`config.mk`:
```
export PLATFORM = sky130hd
export DESIGN_NAME = pcm_lane
export DESIGN_NICKNAME = d
export VERILOG_FILES = /design/src/rtl/pcm_pkg.sv /design/src/rtl/pcm_lane.sv
export SDC_FILE = /design/constraint.sdc
export NUM_CORES = 1
export LEC_CHECK = 0
export ABC_AREA = 1
export BUFFER_PORTS_ARGS = -buffer_cell sky130_fd_sc_hd__buf_4
export CAP_MARGIN = 20
export CORE_ASPECT_RATIO = 1.4
export CORE_MARGIN = 4
export CORE_UTILIZATION = 40
export CTS_CLUSTER_DIAMETER = 80
export DETAILED_ROUTE_END_ITERATION = 6
export PLACE_DENSITY = 0.58
export SETUP_SLACK_MARGIN = 0.2
export SKIP_CTS_REPAIR_TIMING = 1
export SLEW_MARGIN = 20
export SYNTH_ARGS = -nofsm -noshare
export SYNTH_HDL_FRONTEND = slang
export SYNTH_SLANG_ARGS = --single-unit
```
`constraint.sdc`:
```
create_clock -name clk_i -period 8.35 [get_ports clk_i]
set_clock_uncertainty 0.1 [all_clocks]
set_input_delay 0 -clock clk_i [delete_from_list [all_inputs] [get_ports clk_i]]
set_output_delay 0 -clock clk_i [all_outputs]
set_load 0.005 [all_outputs]
```
`src/rtl/pcm_pkg.sv`:
```
// pcm_pkg: shared types and constants for the pixel color matrix block
// used by pcm_lane, pcm_merge and pixel_color_matrix_top
package pcm_pkg;

  localparam int unsigned NumCh   = 4;
  localparam int unsigned ChW     = 8;
  localparam int unsigned CoefW   = 16;
  localparam int unsigned FracW   = 12;
  localparam int unsigned RowW    = NumCh * CoefW;
  // 9-bit signed pixel times 16-bit signed coefficient fits in 24 bits
  localparam int unsigned ProdW   = 24;
  // four products summed
  localparam int unsigned SumW    = ProdW + 2;
  localparam int unsigned ModeW   = 2;
  localparam int unsigned CfgIdxW = 3;
  localparam int unsigned CfgW    = 64;

  typedef enum logic [ModeW-1:0] {
    ModePass = 2'd0,
    ModeMat3 = 2'd1,
    ModeMat4 = 2'd2
  } mode_e;

  localparam logic [CfgIdxW-1:0] CfgMode = 3'd0;
  localparam logic [CfgIdxW-1:0] CfgRow0 = 3'd1;
  localparam logic [CfgIdxW-1:0] CfgRow1 = 3'd2;
  localparam logic [CfgIdxW-1:0] CfgRow2 = 3'd3;
  localparam logic [CfgIdxW-1:0] CfgRow3 = 3'd4;

  // identity matrix rows, 1.0 in Q4.12 on the diagonal
  localparam logic [RowW-1:0] RowRst0 = 64'h0000_0000_0000_1000;
  localparam logic [RowW-1:0] RowRst1 = 64'h0000_0000_1000_0000;
  localparam logic [RowW-1:0] RowRst2 = 64'h0000_1000_0000_0000;
  localparam logic [RowW-1:0] RowRst3 = 64'h1000_0000_0000_0000;

  typedef logic [ChW-1:0] byte_t;

  typedef struct packed {
    byte_t [NumCh-1:0] ch;
    logic              last;
  } pix_t;

  // pipeline control for the merge stage
  typedef struct packed {
    logic              en;
    logic [ModeW-1:0]  mode;
  } ctl_t;

endpackage

```
`src/rtl/pcm_lane.sv`:
```
// pcm_lane: one output channel of the color matrix
// multiply stage then sum, floor and saturate stage; uses pcm_pkg
module pcm_lane (
  input  logic                          clk_i,
  input  logic                          en_i,
  input  pcm_pkg::byte_t [pcm_pkg::NumCh-1:0] ch_i,
  input  logic                          use_ch3_i,
  input  logic [pcm_pkg::RowW-1:0]      row_i,
  output pcm_pkg::byte_t                res_o
);

  logic signed [pcm_pkg::ProdW-1:0] prod_d [pcm_pkg::NumCh];
  logic signed [pcm_pkg::ProdW-1:0] prod_q [pcm_pkg::NumCh];
  logic signed [pcm_pkg::SumW-1:0]  sum;
  logic [pcm_pkg::SumW-pcm_pkg::FracW-1:0] int_part;
  pcm_pkg::byte_t res_d, res_q;
  pcm_pkg::byte_t ch_m [pcm_pkg::NumCh];

  always_comb begin
    for (int c = 0; c < pcm_pkg::NumCh; c++) begin
      ch_m[c] = ch_i[c];
    end
    // three-channel mode drops column 3
    if (!use_ch3_i) begin
      ch_m[pcm_pkg::NumCh-1] = '0;
    end
    // both operands widened to the product width before the multiply
    for (int c = 0; c < pcm_pkg::NumCh; c++) begin
      prod_d[c] = $signed({{(pcm_pkg::ProdW-pcm_pkg::ChW){1'b0}}, ch_m[c]})
                * $signed({{(pcm_pkg::ProdW-pcm_pkg::CoefW)
                             {row_i[c*pcm_pkg::CoefW+pcm_pkg::CoefW-1]}},
                           row_i[c*pcm_pkg::CoefW +: pcm_pkg::CoefW]});
    end
  end

  always_ff @(posedge clk_i) begin
    if (en_i) begin
      for (int c = 0; c < pcm_pkg::NumCh; c++) begin
        prod_q[c] <= prod_d[c];
      end
    end
  end

  always_comb begin
    sum = pcm_pkg::SumW'(prod_q[0]) + pcm_pkg::SumW'(prod_q[1])
        + pcm_pkg::SumW'(prod_q[2]) + pcm_pkg::SumW'(prod_q[3]);
    int_part = sum[pcm_pkg::SumW-1:pcm_pkg::FracW];
    if (sum[pcm_pkg::SumW-1]) begin
      res_d = '0;
    end else if (int_part > (pcm_pkg::SumW-pcm_pkg::FracW)'(255)) begin
      res_d = '1;
    end else begin
      res_d = int_part[pcm_pkg::ChW-1:0];
    end
  end

  always_ff @(posedge clk_i) begin
    if (en_i) begin
      res_q <= res_d;
    end
  end

  assign res_o = res_q;

endmodule

```
Yosys cells after proc, flatten, opt, wreduce, memory -nomap -nowiden --
Memories as Yosys holds them, arrays and structs flattened. Index checks and enable logic that the tools add are counted.
Cells by class: add/subtract/negate cells 3, multipliers 4, $lt $le $gt $ge 1, multiplexer cells 4
Operators by type and width (count):
- $mul A9 B16 Y24 | 4
- $add A25 B24 Y26 | 1
- $add A26 B24 Y26 | 1
- $add A24 B24 Y25 | 1
- $mux W8 | 2
- $gt A14 B8 Y1 const B | 1
- $mux W1 | 2
Word-level totals: register bits 8, memory bits (writable) 96, bits of input ports 99, output and inout bits 8, memories 1
Memories:
- prod_q | depth 4, width 24, rd ports 4, clocked after memory_dff 0, wr ports 4, RTL line pcm_lane.sv:13 | logic signed [pcm_pkg::ProdW-1:0] prod_q [pcm_pkg::NumCh];

Logic depth before layout (Yosys ltp) --
Gate-level depths: netlist (run 1).
word-level depth 5, depth in mapped cells 22, depth with buffers taken out 20

Worst setup path after synthesis (run 1) --
OpenSTA, ideal clock, no wires.
path type input-to-reg, from input use_ch3_i, to memory prod_q[3][20] in the netlist's numbering, data pin, data arrival time 4.347 ns, required time 7.985 ns, setup slack 3.638 ns, stages 20, buffers on the path 2, path through clkbuf_1 > nand2_1 > inv_1 > clkbuf_1 > nand2_1 > fa_1 > inv_1 > fa_1 > inv_1 > fa_1 > fa_1 > inv_1 > ha_1 > a21oi_1 > o21ai_2 > a21oi_1 > o21ai_2 > a21oi_1 > o21ai_0 > xor2_1
RTL lines:
- start, declared | RTL line pcm_lane.sv:7 | input logic use_ch3_i,
- end, declared | RTL line pcm_lane.sv:13

==> impl_metrics.toml, run 1 <==
[status]
outcome = "finished, violations left"
violations = "negative hold slack"

[route]
vias = 17900
drt-wirelength-per-cell_microns = 14.0
vias_per_cell = 4.55
wl_microns = 55000
drcViolationCount = 0
drtIter0Drc = 750
postRouteAntennaNets = 0
first_pass_iters = 5

[clock_network]
path_clk_slew_ns = 0.07
cts_tree = "built"
htreeDepth = 3
clock-sinks = 104
insertion_delay_ns = 0.36
numCtsBuffers = 9
clockBufferDepth = 2
cts-root-buf = "clkbuf_16"

[worst_hold_path]
hold_depth = 3
worstHoldStart = "ch_i[8]"
hold_path.class = "input pin to flop"
hold_end = "prod_q[1][0]"

[logic_synthesis]
synthArstFlopShare_pct = 0
yosys_register_bits = 104
avgSynthCellArea_sq_um = 7.94
synth-seq-area-share_pct = 12.7
yosys_warnings = 0
synthesis.nets = 3852
syn_area_sq_um = 24600
synth_edf_count = 104
ys.flop_type = "edfxtp_1"
synthCells = 3094
ys_types = 41

[worst_setup_path]
path_buf_inv = 6
end_kind = "flop"
cp_slowest_cell = "fa_1"
critical-path-top-delay-family = "adder cells"
max_stage_delay_ns = 0.55
crit_cells = 19
r2r_slack_ns = 4.73
arrival_ns = 4.59
worstPathMaxFanout = 14
crit_chain = "buf_4, nand2_1, inv_1, nand2_1, fa_1, fa_1, inv_1, fa_1, inv_1, fa_1, inv_1, ha_1, nand2_1, inv_1, a21oi_1, o21ai_1, a21boi_0, o21bai_1, xor2_1"
worstRegToRegCells = 17
startpoint_type = "input pin"
path_class = "input pin to flop"
cp_common_cell = "inv_1"
r2r-end = "res_o[6]"
reg2reg_from = "prod_q[3][12]"
crit_start = "use_ch3_i"
crit_required_ns = 8.35

[timing]
hold_violations = 2
max_slew_margin_pct = 40.9
layout_min_cycle_time_ns = 4.59
fin_tns_setup_ns = 0
setup_viol = 0
report.final.slew_viol_count = 0
tightest_slew_ns = 0.887
rsz0062_at_grt = "no"
holdWs_ns = -0.0226
max_freq_ghz = 0.218
period_share_pct = 55.0

[floorplanning]
initial_core_util_pct = 40.4
die-area_sq_um = 65500
die_h_microns = 301
dieWidth_microns = 217
io_pins = 107
core_sq_um = 60800
placementRows = 107

[layout]
design_area_sq_um = 26300
n_fill_cell = 6356
nets = 3868
diodes = 0
drive_above_1_share_pct = 4.72
area_delta_synth_final_pct = 7.28

[placement]
dp.final_hpwl_microns = 48200
postPlaceCellArea_sq_um = 26000
io_buffers = 106
gp_congestion = 0.878

[grt]
antenna_found_initial = 0
grt-ovfl-total = 0
grt_pass1_vias = 19300
grt_use_total_pct = 17.6
grt_pass1_wl_microns = 93700
grt_start_max_net_pins = 70

[job]
maxCapViolCount = 0
flip-flops by register name, indices dropped and copies added, names as in the netlist:
name,count
res_o,8
prod_q,96
metrics by stage:
stage / hold WS (ns) / worst slack, ns / util [%] / instances
2_1_floorplan: 0.0125 / 3.64 / - / 3094
3_3_place_gp: 0.256 / 3.48 / 42.7 / 3913
3_5_place_dp: 0.257 / 3.45 / 42.7 / 3913
4_1_cts: -0.115 / 3.83 / 43.3 / 3929
5_1_grt: 0.0132 / 3.49 / 43.3 / 3932
6_report: -0.0226 / 3.76 / 43.3 / 3932
routing by layer:
| metal | global-route usage, % | routed length (microns) |
|---|---|---|
| met5 | 0 | 0 |
| met4 | 4.15 | 1210 |
| met3 | 1.16 | 1090 |
| met2 | 35.4 | 31500 |
| met1 | 20.1 | 21200 |
worst min-delay path, delay by kind of cell:
| family | cells | cell delay [ns] |
|---|---|---|
| buf+inv | 2 | 0.25 |
| simple gates | 1 | 0.08 |
logic make-up (layout without fill, tap and decap cells):
logic type | count (synthesis) | in the layout | synth area share [%]
AOI/OAI and AO/OA | 187 | 187 | 4.35
xor gates and xnor gates | 105 | 105 | 3.75
adders and majority gates | 659 | 659 | 47.3
buffers and inverters | 1153 | 1174 | 17.7
DFF | 104 | 104 | 12.7
and+or+nand+nor | 886 | 886 | 14.2
layout by cell type (no fill, tap or decap), types with 2 or more instances in the layout:
master | Yosys | layout
nand2_1 | 676 | 676
nand2_2 | 3 | 3
clkbuf_16 | 0 | 9
xnor2_1 | 46 | 46
nor2_2 | 3 | 3
o21bai_1 | 10 | 10
inv_8 | 0 | 3
buf_4 | 0 | 107
nand3b_1 | 2 | 2
nor3_1 | 9 | 9
a21o_1 | 4 | 4
bufinv_16 | 0 | 2
inv_1 | 1046 | 1046
o21ai_2 | 6 | 6
clkinv_4 | 0 | 2
fa_1 | 448 | 448
a21oi_1 | 100 | 100
a211oi_1 | 2 | 2
nand4_1 | 9 | 9
o21ai_1 | 6 | 6
inv_2 | 2 | 2
o21a_1 | 3 | 3
o211ai_1 | 5 | 5
nor4_1 | 3 | 3
nand3_1 | 41 | 41
a31oi_1 | 3 | 3
a21oi_2 | 2 | 2
o211a_1 | 3 | 3
and2_1 | 2 | 2
xor2_1 | 59 | 59
a21boi_1 | 2 | 2
dlygate4sd3_1 | 0 | 3
nor3_2 | 2 | 2
nor2_1 | 131 | 131
o21ai_0 | 35 | 35
edfxtp_1 | 104 | 104
nor2_4 | 2 | 2
a21boi_0 | 2 | 2
o31ai_1 | 2 | 2
ha_1 | 211 | 211
area by class of cell:
type                    instances  area [sq um]  area share (%)
well taps                     817          1020            3.88
flip-flops and latches        104          3120            11.9
clock inverters                 7           111           0.423
multi-input cells            1837         17100            64.9
inverters                    1048          3930            14.9
repair buffers                110           833            3.16
clock buffers                   9           225           0.855
cell usage after synthesis, types with 4 or more instances:
master       n  area (sq um)
nand4_1      9          56.3
a21oi_1    100           500
nor3_1       9          45.0
fa_1       448          8970
nand3_1     41           205
xnor2_1     46           403
o21ai_1      6          30.0
o21ai_2      6          52.6
xor2_1      59           517
o21ai_0     35           175
clkbuf_1    97           364
edfxtp_1   104          3120
clkbuf_2     8          40.0
a21o_1       4          30.0
nand2_1    676          2540
o21bai_1    10          75.1
o211ai_1     5          37.5
inv_1     1046          3930
nor2_1     131           492
ha_1       211          2640
worst max-delay path by stage:
stage               endpoint  slack (ns)
5_1_grt        prod_q[3][19]        3.49
3_3_place_gp   prod_q[3][19]        3.48
6_report       prod_q[3][19]        3.76
3_5_place_dp   prod_q[3][19]        3.45
2_1_floorplan  prod_q[3][20]        3.64
4_1_cts        prod_q[3][19]        3.83
Power of run 1 is left out: the tool's default activity adds up to more than one toggle a clock period on the data nets, which glitch-free logic cannot reach.
==> run 2, diff against run 1 <==
Clock period 8.35 ns to 4.3 ns, I/O delays scaled along.
==> impl_metrics.toml, run 2 (same netlist as run 1, synthesis figures left out) <==
[floorplanning]
placementRows = 107
io_pins = 107
core_sq_um = 60800
die-area_sq_um = 65500
initial_core_util_pct = 40.4
die_h_microns = 301
dieWidth_microns = 217

[worst_setup_path]
max_stage_delay_ns = 0.55
cp_slowest_cell = "fa_1"
cp_common_cell = "fa_1"
crit_required_ns = 4.29
worstPathMaxFanout = 10
arrival_ns = 3.97
crit_chain = "buf_4, buf_4, nand2_1, fa_1, inv_1, fa_1, fa_1, inv_1, fa_1, inv_1, ha_1, nand2_1, o21ai_0, a211oi_1, o21bai_1, xor2_1"
startpoint_type = "input pin"
end_kind = "flop"
path_class = "input pin to flop"

[clock_network]
path_clk_slew_ns = 0.07
clockBufferDepth = 2
cts-root-buf = "clkbuf_16"
cts_tree = "built"
numCtsBuffers = 9
insertion_delay_ns = 0.35
clock-sinks = 104
htreeDepth = 3

[layout]
regMostFlops = "prod_q"
area_delta_synth_final_pct = 11.5
final_common_cell = "inv_1"
largest_reg_flops = 96
final_cell_mix = "1,036 x inv_1, 668 x nand2_1, 447 x fa_1"
drive_above_1_share_pct = 9.31
nets = 3967
diodes = 0

[route]
first_pass_iters = 5
postRouteAntennaNets = 0
drt-wirelength-per-cell_microns = 14.0
route.top_layer_used = "met4"
route.met2.wl_microns = 31400
wl_met1_microns = 22000
wl_met3_microns = 1020
vias = 18300
vias_per_cell = 4.54
drtIter0Drc = 734
drcViolationCount = 0
wl_microns = 56400

[worst_hold_path]
hold_path.class = "input pin to flop"

[grt]
grt_use_total_pct = 17.9
grt-ovfl-total = 0
grt_pass1_vias = 19700
grt_start_max_net_pins = 75
grt_pass1_wl_microns = 95300
antenna_found_initial = 0

[placement]
io_buffers = 106
dp.final_hpwl_microns = 49800
gp_congestion = 0.864

[status]
outcome = "finished clean"

[timing]
max_slew_margin_pct = 33.9
setup_viol = 0
max_freq_ghz = 0.251
report.final.slew_viol_count = 0
tightest_slew_ns = 0.992
rsz0062_at_grt = "yes"
period_share_pct = 92.5
holdWs_ns = 0.0143
layout_min_cycle_time_ns = 3.98
hold_violations = 0

[job]
maxCapViolCount = 0
[run 2: changes by cell type in the layout (fill, tap and decap cells not counted), moves of 9 or more]
cell / before / now
a21oi_2: 2 / 13
inv_1: 1046 / 1036
a21oi_1: 100 / 89
ha_1: 211 / 200
ha_4: 0 / 9
buf_4: 107 / 197
[run 2: area by class of cell]
type | count | area (sq um)
clock inverter | 5 | 58.8
clock buffer | 10 | 229
sequential | 104 | 3120
fill | 6209 | 33400
multi-input combinational | 1837 | 17400
tap | 817 | 1020
timing repair inverter | 2 | 15.0
timing repair buffer | 207 | 1630
inverter | 1048 | 3950
[run 2: worst paths after layout]
check                              startpoint            end  slack, ns  cells after the start
worst max-delay path                  ch_i[9]  prod_q[1][17]       0.32                     16
worst max register to register  prod_q[3][12]       res_o[2]       0.67                     17
worst min register to register   prod_q[1][0]       res_o[2]       1.22                      8
worst min-delay path                row_i[33]   prod_q[2][1]       0.01                      4
[run 2: worst max-delay path, delay by kind of cell]
family / cells / cell delay, ns
adders and majority gates: 5 / 2.34
AOI/OAI and AO/OA: 3 / 0.71
buffers and inverters: 5 / 0.45
and+or+nand+nor: 2 / 0.26
xor gates and xnor gates: 1 / 0.19
[run 2: through the flow]
stage / instances / util (%) / area, sq um / setup WS (ns) / TNS (ns)
final: 4030 / 45.1 / 27400 / 0.321 / 0
after global routing: 4030 / 45.1 / 27400 / 0.120 / 0
after CTS: 4017 / 44.6 / 27100 / 0.0626 / 0
after detailed placement: 4002 / 44.2 / 26800 / -0.301 / -1.01
after global placement: 4002 / 44.2 / 26800 / -0.326 / -0.839
after floorplan: 3094 / - / 24800 / 0.175 / 0
[run 2: layer usage]
layer | track usage [%] | up-vias
met5 | 0 | -
met2 | 35.0 | 216
met3 | 1.37 | 102
met4 | 5.95 | 0
met1 | 20.5 | 8967
li1 | - | 9006
Power of run 2 is left out for the same reason.
