**src/rtl/pcm_pkg.sv**
```systemverilog
// pcm_pkg: shared types and constants for the pixel color matrix block
// used by pcm_lane, pcm_merge and pixel_color_matrix_top
package pcm_pkg;

  localparam int unsigned NumCh   = 4;
  localparam int unsigned ChW     = 8;
  localparam int unsigned CoefW   = 16;
  localparam int unsigned FracW   = 12;
  localparam int unsigned RowW    = NumCh * CoefW;
  // 9-bit signed pixel times 16-bit signed coefficient fits in 24 bits
  localparam int unsigned ProdW   = 24;
  // four products summed
  localparam int unsigned SumW    = ProdW + 2;
  localparam int unsigned ModeW   = 2;
  localparam int unsigned CfgIdxW = 3;
  localparam int unsigned CfgW    = 64;

  typedef enum logic [ModeW-1:0] {
    ModePass = 2'd0,
    ModeMat3 = 2'd1,
    ModeMat4 = 2'd2
  } mode_e;

  localparam logic [CfgIdxW-1:0] CfgMode = 3'd0;
  localparam logic [CfgIdxW-1:0] CfgRow0 = 3'd1;
  localparam logic [CfgIdxW-1:0] CfgRow1 = 3'd2;
  localparam logic [CfgIdxW-1:0] CfgRow2 = 3'd3;
  localparam logic [CfgIdxW-1:0] CfgRow3 = 3'd4;

  // identity matrix rows, 1.0 in Q4.12 on the diagonal
  localparam logic [RowW-1:0] RowRst0 = 64'h0000_0000_0000_1000;
  localparam logic [RowW-1:0] RowRst1 = 64'h0000_0000_1000_0000;
  localparam logic [RowW-1:0] RowRst2 = 64'h0000_1000_0000_0000;
  localparam logic [RowW-1:0] RowRst3 = 64'h1000_0000_0000_0000;

  typedef logic [ChW-1:0] byte_t;

  typedef struct packed {
    byte_t [NumCh-1:0] ch;
    logic              last;
  } pix_t;

  // pipeline control for the merge stage
  typedef struct packed {
    logic              en;
    logic [ModeW-1:0]  mode;
  } ctl_t;

endpackage

```
**src/rtl/pcm_merge.sv**
```systemverilog
// pcm_merge: picks lane results or delayed input bytes per mode
// and holds the output register; uses pcm_pkg
module pcm_merge (
  input  logic                                clk_i,
  input  pcm_pkg::ctl_t                       ctl_i,
  input  pcm_pkg::byte_t [pcm_pkg::NumCh-1:0] lane_i,
  input  pcm_pkg::pix_t                       pix_i,
  output pcm_pkg::pix_t                       pix_o
);

  pcm_pkg::pix_t pix_d, pix_q;

  always_comb begin
    pix_d = pix_i;
    case (pcm_pkg::mode_e'(ctl_i.mode))
      pcm_pkg::ModeMat3: begin
        for (int c = 0; c < pcm_pkg::NumCh - 1; c++) begin
          pix_d.ch[c] = lane_i[c];
        end
      end
      pcm_pkg::ModeMat4: begin
        pix_d.ch = lane_i;
      end
      default: begin
        pix_d = pix_i;
      end
    endcase
  end

  always_ff @(posedge clk_i) begin
    if (ctl_i.en) begin
      pix_q <= pix_d;
    end
  end

  assign pix_o = pix_q;

endmodule

```
**config.mk**
```make
export PLATFORM = sky130hd
export DESIGN_NAME = pcm_merge
export DESIGN_NICKNAME = d
export VERILOG_FILES = /design/src/rtl/pcm_pkg.sv /design/src/rtl/pcm_merge.sv
export SDC_FILE = /design/constraint.sdc
export NUM_CORES = 1
export LEC_CHECK = 0
export ABC_AREA = 1
export BUFFER_PORTS_ARGS = -buffer_cell sky130_fd_sc_hd__clkbuf_2
export CAP_MARGIN = 20
export CORE_MARGIN = 4
export CORE_UTILIZATION = 42
export CTS_BUF_LIST = sky130_fd_sc_hd__clkbuf_4 sky130_fd_sc_hd__clkbuf_8
export DETAILED_ROUTE_END_ITERATION = 10
export GPL_TIMING_DRIVEN = 0
export PLACE_DENSITY = 0.81
export REMOVE_ABC_BUFFERS = 1
export SLEW_MARGIN = 20
export SYNTH_ARGS = -nofsm -noshare
export SYNTH_HDL_FRONTEND = slang
export SYNTH_SLANG_ARGS = --single-unit
export TNS_END_PERCENT = 20
```
**constraint.sdc**
```tcl
create_clock -name clk_i -period 1.3 [get_ports clk_i]
set_input_delay 0.13 -clock clk_i [delete_from_list [all_inputs] [get_ports clk_i]]
set_output_delay 0.13 -clock clk_i [all_outputs]
set_load 0.005 [all_outputs]
```
# Word level (Yosys, flattened, before mapping)
# Cells that the tools add are included.
word_totals:
  register_bits: 33
  input_bits: 69
op_classes:
  eq_ne: 2
  mux: 2
  reduce_logical: 1
ops:
  columns: ["operator", "count"]
  rows:
  - ["$mux W24", 1]
  - ["$mux W8", 1]
  - ["$eq A2 B1 Y1 const B", 1]
  - ["$eq A2 B2 Y1 const B", 1]
  - ["$reduce_or A2 Y1", 1]

# Longest topological paths before layout
# Gate-level depths: netlist of the first run.
depth:
  depth_word: 3
  depth_mapped: 7
  mapped_depth_nobuf: 5

# Worst setup path after synthesis of the first run
# Ideal clock, no wire load.
synth_path:
  kind: "input-to-reg"
  from: "in ctl_i[0] (netlist name)"
  to: "reg pix_q, in the netlist pix_o[2] (data pin)"
  setup_slack_ns: 0.230
  required_time_ns: 1.048
  path_stages: 6
  setup_ns: 0.252
  t_arrival_ns: 0.818
  path_cell_list: "inv_1 -> ha_1 -> buf_6 -> clkbuf_8 -> nand2_1 -> nand2_1"
synth_lines:
  columns: ["element", "line_no", "rtl"]
  rows:
  - ["start: declaration", "pcm_merge.sv:5", "input pcm_pkg::ctl_t ctl_i,"]
  - ["end signal: assignment", "pcm_merge.sv:32", "pix_q <= pix_d;"]
  - ["end: declaration", "pcm_merge.sv:11", "pcm_pkg::pix_t pix_d, pix_q;"]

==> impl_metrics.json, run 1 <==
{
  "largest_reg_flops": 33,
  "clockBufferDepth": 2,
  "place_congestion": 0.704,
  "synth.largest_area_cell": "edfxtp_1",
  "avgSynthCellArea_um2": 10.7,
  "ys_ff_latch": 33,
  "multi_input_area_um2": 400,
  "cp-end-kind": "flop",
  "row_count": 21,
  "status": "complete, no violations",
  "fin_cells": 288,
  "synth_area_um2": 1490,
  "synthTopCellsByCount": "86 x nand2_1, 33 x edfxtp_1, 10 x nand2_2, 4 x buf_6, 2 x inv_1",
  "finalHoldViolCount": 0,
  "synth_warnings": 0,
  "grt.overflow.total": 0,
  "layout-drive-gt1-share_pct": 49.2,
  "worst_slew_pin_slew_ns": 0.796,
  "crit_path_cell_trace": "clkbuf_2 -> inv_1 -> ha_2 -> inv_8 -> nand2_1 -> nand2_1",
  "die_h_um": 67.5,
  "final.setup.worst_slack_ns": 0.176,
  "final-max-slew-violation-count": 0,
  "grt_pass1_wl_um": 4630,
  "core-area_um2": 3390,
  "drv_cap": 0,
  "finalWirelength_um": 3250,
  "worst_hold_path_type": "in -> reg",
  "dp_hpwl_um": 2570,
  "period_share_pct": 86.4,
  "cp_common_cell": "nand2_1",
  "worstSetupPathType": "in -> reg",
  "clock_sinks": 33,
  "synth_top_area_share_pct": 66.7,
  "drt-wirelength-per-cell_um": 11.3,
  "fill_cells": 303,
  "num_antenna_cells": 0,
  "vdd_ir_drop_max_uv": 548,
  "async_flop_share_pct": 0,
  "cp.required_ns": 1.38,
  "dp_cells": 280,
  "max_stage_delay_ns": 0.64,
  "fin_util_pct": 59.9,
  "netlist_top_cells_area": "edfxtp_1 67%, nand2_1 22%, nand2_2 4.2%",
  "htreeDepth": 2,
  "regArea_um2": 991,
  "min_period_ns": 1.12,
  "grt_pass1_vias": 1105,
  "ant_nets": 0,
  "drc": 0,
  "start_util_pct": 43.9,
  "worst-path-buf-inv": 3,
  "syn_inst": 139,
  "grt_max_degree": 34,
  "synth-edff-count": 33,
  "antenna_found_initial": 0,
  "clk_pin_slew_ns": 0.09,
  "synth-main-ff-cell": "edfxtp_1",
  "io_pins": 102,
  "grt.total_usage_pct": 14.5,
  "drt_first_pass_iters": 3,
  "crit_family": "adder cells",
  "cts.root.buffer_cell": "clkbuf_4",
  "portBuffers": 101,
  "yosysUniqueCellTypes": 9,
  "vias": 1260,
  "postCtsSetupBuffers": 0,
  "setup-tns-final_ns": 0,
  "ys_seq_area_share_pct": 66.7,
  "slew-limit-headroom_pct": 46.9,
  "cp-start-kind": "input pin",
  "p_leak_nw": 1.08,
  "grt_setup_unrepaired": "false",
  "cts_tree": "done",
  "setup_violations": 0,
  "slowest_stage": "ha_2",
  "routed_via_density": 4.38,
  "die_w_um": 67.5,
  "power_density_nw_per_um2": 1120,
  "syn_to_final_growth_pct": 36.7,
  "yosysMostFrequentCell": "nand2_1",
  "fmax_mhz": 890,
  "finalNetCount": 312,
  "die_area_um2": 4550,
  "preCtsSetupSlack_ns": -0.480,
  "drt-initial-drc-count": 8,
  "arrival_ns": 1.20,
  "cts_buffers": 5,
  "critPathMaxFanout": 25
}
metal layers:
layer,vias up,GRT usage (%),share of wire [%]
li1,650,-,-
met1,524,12.1,35
met2,81,26.0,46
met3,5,8.99,17
met4,0,7.59,1.6
met5,-,0,0
area by class of cell:
type | instances | area share (%)
Clock inverter | 1 | 0.185
Timing Repair Buffer | 102 | 25.4
Multi-Input combinational cell | 97 | 19.7
Inverter | 3 | 0.924
Clock buffer | 6 | 2.22
Sequential cell | 33 | 48.8
Tap cell | 46 | 2.83
report_power, final:
part	leakage, nW	total (mW)	internal (mW)	switching (mW)
combinational	0.728	0.427	0.201	0.226
sequential	0.322	1.34	1.31	0.0270
clock	0.0292	0.521	0.217	0.304
through the flow:
step                      cell area [um^2]  hold WS [ns]  total power, mW
after CTS                             2030        0.0516             2.33
after global routing                  2030        0.0484             2.44
final                                 2030        0.0667             2.28
after floorplan                       1410         0.229             1.52
after detailed placement              1970         0.320             1.80
after global placement                1970         0.308             1.78
cells by family (layout without fill, tap and decap cells):
| group | count (synthesis) | count (layout) | share of synthesized area, % |
|---|---|---|---|
| adders and majority gates | 1 | 1 | 0.842 |
| buffers and inverters | 9 | 112 | 6.57 |
| DFF | 33 | 33 | 66.7 |
| and+or+nand+nor | 96 | 96 | 25.9 |
path summary, 6_finish.rpt:
check,cells after the start,slack [ns],end,from
worst min-delay path,3,0.07,pix_o[19],lane_i[18]
worst max-delay path,6,0.18,pix_o[24],ctl_i[0]
cell usage in the layout, fill, tap and decap left out, drive strengths merged:
master	count
inv	3
clkbuf	107
nand2	96
ha	1
dlygate4sd3	1
clkinv	1
edfxtp	33
worst min-delay path: cells and delay by family:
kind	cells	cell delay [ns]
AND/OR/NAND/NOR	2	0.08
buffers and inverters	1	0.07
repair_timing:
action / in CTS / in global routing
endpoints found under the hold margin: 1 / 0
hold buffers: 1 / 0
endpoints found under the setup margin: 24 / 0
resized for setup: 1 / 0
Note: power is estimated with default switching activity, not from simulation.
==> run 2: changes to the inputs <==
--- a/config.mk
+++ b/config.mk
@@ -8,7 +8,6 @@
 export ABC_AREA = 1
 export BUFFER_PORTS_ARGS = -buffer_cell sky130_fd_sc_hd__clkbuf_2
 export CAP_MARGIN = 20
-export CORE_MARGIN = 4
 export CORE_UTILIZATION = 42
 export CTS_BUF_LIST = sky130_fd_sc_hd__clkbuf_4 sky130_fd_sc_hd__clkbuf_8
 export DETAILED_ROUTE_END_ITERATION = 10
==> run 2 against run 1 <==
Against the previous run:
- setup slack got worse by 0.011 ns
- flip-flop and latch count unchanged
- critical path depth unchanged
- clock power increased by 12%
- combinational power decreased by 1%
- clock-buffer cell count increased by 2
- utilization increased by 0.80 points
- power increased by 2.5%
- worst hold slack got worse by 0.0052 ns
- final area increased by 0.55%
- non-clock buffer count unchanged
- critical path type unchanged
- critical endpoint is now pix_o[13]
==> impl_metrics.json, run 2 (synthesis gave the netlist of run 1 again) <==
{
  "drc": 0,
  "core-area_um2": 3360,
  "worstSetupPathType": "in -> reg",
  "min_period_ns": 1.13,
  "setup_violations": 0,
  "finalNetCount": 312,
  "cp-start-kind": "input pin",
  "htreeDepth": 2,
  "worst-path-buf-inv": 3,
  "place_congestion": 0.716,
  "routed_via_density": 4.34,
  "drt-wirelength-per-cell_um": 10.0,
  "grt_setup_unrepaired": "false",
  "p_leak_nw": 1.09,
  "row_count": 21,
  "worst_slew_pin_slew_ns": 0.786,
  "syn_to_final_growth_pct": 37.5,
  "dp_cells": 280,
  "cp-end-kind": "flop",
  "drt-initial-drc-count": 16,
  "grt.total_usage_pct": 15.9,
  "clock_sinks": 33,
  "die_w_um": 61.5,
  "grt_pass1_vias": 1030,
  "regArea_um2": 991,
  "clk_pin_slew_ns": 0.09,
  "num_antenna_cells": 0,
  "slew-limit-headroom_pct": 47.6,
  "portBuffers": 101,
  "critPathLaunch": "ctl_i[0]",
  "finalHoldViolCount": 0,
  "preCtsSetupSlack_ns": -0.456,
  "drt_first_pass_iters": 4,
  "dp_hpwl_um": 2220,
  "io_pins": 102,
  "grt_max_degree": 34,
  "grt.overflow.total": 0,
  "vdd_ir_drop_max_uv": 543,
  "crit_family": "adder cells",
  "die_h_um": 61.5,
  "slowest_stage": "ha_2",
  "final_common_cell": "clkbuf_2",
  "crit_path_cell_trace": "clkbuf_2 -> inv_1 -> ha_2 -> inv_8 -> nand2_1 -> nand2_1",
  "vias": 1253,
  "final-max-slew-violation-count": 0,
  "max_stage_delay_ns": 0.63,
  "critPathMaxFanout": 25,
  "cp.required_ns": 1.39,
  "status": "complete, no violations",
  "cts_buffers": 5,
  "arrival_ns": 1.22,
  "clockBufferDepth": 2,
  "grt_pass1_wl_um": 4110,
  "antenna_found_initial": 0,
  "cp_common_cell": "nand2_1",
  "min_from": "lane_i[15]",
  "postCtsSetupBuffers": 0,
  "power_density_nw_per_um2": 1150,
  "multi_input_area_um2": 400,
  "die_area_um2": 3780,
  "fmax_mhz": 881,
  "period_share_pct": 87.3,
  "layout-drive-gt1-share_pct": 49.8,
  "worst_hold_path_type": "in -> reg",
  "cts.root.buffer_cell": "clkbuf_4",
  "largest_reg_flops": 33,
  "drv_cap": 0,
  "ant_nets": 0,
  "start_util_pct": 44.2,
  "finalWirelength_um": 2900,
  "fin_cells": 289,
  "fill_cells": 285,
  "final_cell_mix": "101 x clkbuf_2, 86 x nand2_1, 33 x edfxtp_1, 10 x nand2_2, 8 x clkbuf_4",
  "final.setup.worst_slack_ns": 0.165,
  "cts_tree": "done"
}
## run 2: cell count changes in the layout (fill, tap and decap cells not counted)
| cell | change |
|---|---|
| clkbuf_4 | +2 |
| clkinv_1 | -1 |
## run 2: final timing paths
| path | slack (ns) | cells after the start | to |
|---|---|---|---|
| worst max-delay path | 0.17 | 6 | pix_o[13] |
| worst min-delay path | 0.06 | 3 | pix_o[16] |
## run 2: through the flow
step	utilization (%)	setup TNS [ns]	area (um^2)	total power [mW]	hold WS (ns)
after floorplan	-	-1.78	1410	1.52	0.229
after global placement	58.6	-10.29	1970	1.78	0.308
final	60.8	0	2040	2.34	0.0614
after detailed placement	58.6	-10.12	1970	1.79	0.311
after global routing	60.8	0	2040	2.48	0.0546
after CTS	60.8	0	2040	2.37	0.0444
## run 2: repair_timing
item,CTS,global route
endpoints found under the hold margin,1,0
setup endpoints to repair,24,0
hold buffers,1,0
gates resized for setup,1,0
## run 2: where the power goes
| part | total (mW) | leakage [nW] | switching, mW | internal, mW |
|---|---|---|---|---|
| clock | 0.583 | 0.0368 | 0.306 | 0.278 |
| combinational | 0.421 | 0.728 | 0.221 | 0.201 |
| sequential | 1.34 | 0.322 | 0.0272 | 1.31 |
| total | 2.34 | 1.09 | 0.554 | 1.79 |
## run 2: area by class of cell
| type | count | area share (%) |
|---|---|---|
| sequential | 33 | 48.5 |
| timing repair buffer | 102 | 25.2 |
| multi-input combinational | 97 | 19.6 |
| clock buffer | 8 | 2.94 |
| tap | 46 | 2.82 |
| inverter | 3 | 0.919 |
## run 2: per-layer routing
layer	up-vias	track usage, %	share of wire, %
met3	7	6.93	14
met5	-	0	0
met4	0	10.5	2.1
met1	505	15.6	39
met2	92	27.0	45
li1	649	-	-
==> run 3: changes to the inputs <==
--- a/config.mk
+++ b/config.mk
@@ -8,6 +8,7 @@
 export ABC_AREA = 1
 export BUFFER_PORTS_ARGS = -buffer_cell sky130_fd_sc_hd__clkbuf_2
 export CAP_MARGIN = 20
+export CORE_ASPECT_RATIO = 0.5
 export CORE_UTILIZATION = 42
 export CTS_BUF_LIST = sky130_fd_sc_hd__clkbuf_4 sky130_fd_sc_hd__clkbuf_8
 export DETAILED_ROUTE_END_ITERATION = 10
==> run 3 against run 2 <==
Against the previous run:
- global-route usage increased by 1.9 points
- die area increased by 0.38%
- clock-buffer cell count decreased by 2
- largest power group unchanged
- first-iteration DRC count increased to 2.9 times the previous value
- sequential power about the same
- sequential share of layout area decreased by 0.30 points
- routed wire length increased by 12%
- fmax decreased by 5.2%
- cell count unchanged
==> impl_metrics.json, run 3 (synthesis gave the netlist of run 1 again) <==
{
  "die_area_um2": 3800,
  "antenna_found_initial": 0,
  "path_depth": 6,
  "crit_path_cell_trace": "clkbuf_2 -> inv_1 -> ha_2 -> inv_8 -> nand2_1 -> nand2_1",
  "final.setup.worst_slack_ns": 0.103,
  "drv_cap": 0,
  "grt_pass1_vias": 1207,
  "power_density_nw_per_um2": 1200,
  "status": "complete, no violations",
  "cts_tree": "done",
  "row_count": 14,
  "cts-hold-fix-buffers": 0,
  "io_pins": 102,
  "final_common_cell": "clkbuf_2",
  "arrival_ns": 1.22,
  "final-max-slew-violation-count": 0,
  "cp-end-kind": "flop",
  "vdd_ir_drop_max_uv": 479,
  "crit_family": "adder cells",
  "portBuffers": 101,
  "die_w_um": 86.1,
  "largest_reg_flops": 33,
  "fill_cells": 293,
  "worstSetupPathType": "in -> reg",
  "regArea_um2": 991,
  "clockBufferDepth": 2,
  "setup-tns-final_ns": 0,
  "finalHoldViolCount": 0,
  "drt_first_pass_iters": 4,
  "drt-initial-drc-count": 46,
  "grt.overflow.total": 0,
  "critPathMaxFanout": 25,
  "fmax_mhz": 835,
  "drc": 0,
  "min_period_ns": 1.20,
  "holdPathEnd": "pix_o[0]",
  "grt_max_degree": 34,
  "fin_util_pct": 64.5,
  "num_antenna_cells": 0,
  "finalNetCount": 311,
  "core-area_um2": 3190,
  "preCtsSetupSlack_ns": -0.449,
  "worst-path-buf-inv": 3,
  "max_stage_delay_ns": 0.64,
  "start_util_pct": 46.6,
  "ant_nets": 0,
  "slew-limit-headroom_pct": 47.6,
  "slowest_stage": "ha_2",
  "die_h_um": 44.1,
  "routed_via_density": 4.38,
  "dp_hpwl_um": 2510,
  "layout-drive-gt1-share_pct": 49.4,
  "cts_buffers": 5,
  "grt_pass1_wl_um": 4960,
  "cp.required_ns": 1.33,
  "htreeDepth": 2,
  "cp-start-kind": "input pin",
  "clk_pin_slew_ns": 0.06,
  "grt.total_usage_pct": 17.8,
  "p_leak_nw": 1.09,
  "clock_sinks": 33,
  "drt-wirelength-per-cell_um": 11.3,
  "period_share_pct": 92.1,
  "syn_to_final_growth_pct": 38.3,
  "worst_hold_path_type": "in -> reg",
  "vias": 1267,
  "place_congestion": 0.691,
  "finalWirelength_um": 3260,
  "min_from": "pix_i[0]",
  "multi_input_area_um2": 400,
  "cts.root.buffer_cell": "clkbuf_8",
  "hold_depth": 1,
  "cp_common_cell": "nand2_1",
  "final_cell_mix": "101 x clkbuf_2, 86 x nand2_1, 33 x edfxtp_1, 10 x nand2_2, 5 x clkbuf_8",
  "worst_slew_pin_slew_ns": 0.785,
  "grt_setup_unrepaired": "false",
  "setup_violations": 0
}
-- run 3: changes by cell type in the layout (fill, tap and decap cells not counted) --
cell,previous run,this run
clkbuf_8,0,5
dlygate4sd3_1,1,0
clkbuf_4,8,1
clkinv_1,0,1
-- run 3: area by class of cell --
type / count / area share [%]
Sequential cell: 33 / 48.2
Multi-Input combinational cell: 97 / 19.5
Clock inverter: 1 / 0.183
Timing Repair Buffer: 101 / 24.6
Tap cell: 48 / 2.92
Clock buffer: 6 / 3.71
Inverter: 3 / 0.913
-- run 3: routing by layer --
layer  GRT usage, %  routed length [um]
met1           15.9                1180
met5              0                   0
met4           9.00                  59
met2           37.3                1880
met3           5.04                 143
-- run 3: through the flow --
step / hold WS [ns] / power [mW] / instances / area (um^2)
after floorplan: 0.229 / 1.52 / 133 / 1410
after global placement: 0.310 / 1.77 / 282 / 1970
after detailed placement: 0.325 / 1.79 / 282 / 1970
after CTS: 0.0403 / 2.50 / 289 / 2060
after global routing: 0.0295 / 2.59 / 289 / 2060
final: 0.0442 / 2.47 / 289 / 2060
-- run 3: how the worst max path moves through the flow --
stage | startpoint | endpoint | slack, ns
6_report | ctl_i[0] | pix_o[15] | 0.10
5_1_grt | ctl_i[0] | pix_o[15] | 0.003
4_1_cts | ctl_i[0] | pix_o[15] | 0.12
2_1_floorplan | ctl_i[0] | pix_o[22] | -0.08
3_3_place_gp | ctl_i[0] | pix_o[13] | -0.39
3_5_place_dp | ctl_i[0] | pix_o[15] | -0.45
-- run 3: where the power goes --
part	switching, mW	total [mW]	internal [mW]
Clock	0.323	0.704	0.381
Combinational	0.227	0.426	0.199
Sequential	0.0277	1.34	1.31
Total	0.578	2.47	1.89
-- run 3: what timing repair did --
| item | 4_1_cts | 5_1_grt |
|---|---|---|
| setup endpoints to repair | 24 | 0 |
| setup buffers | 0 | 0 |
| gates resized for setup | 1 | 0 |
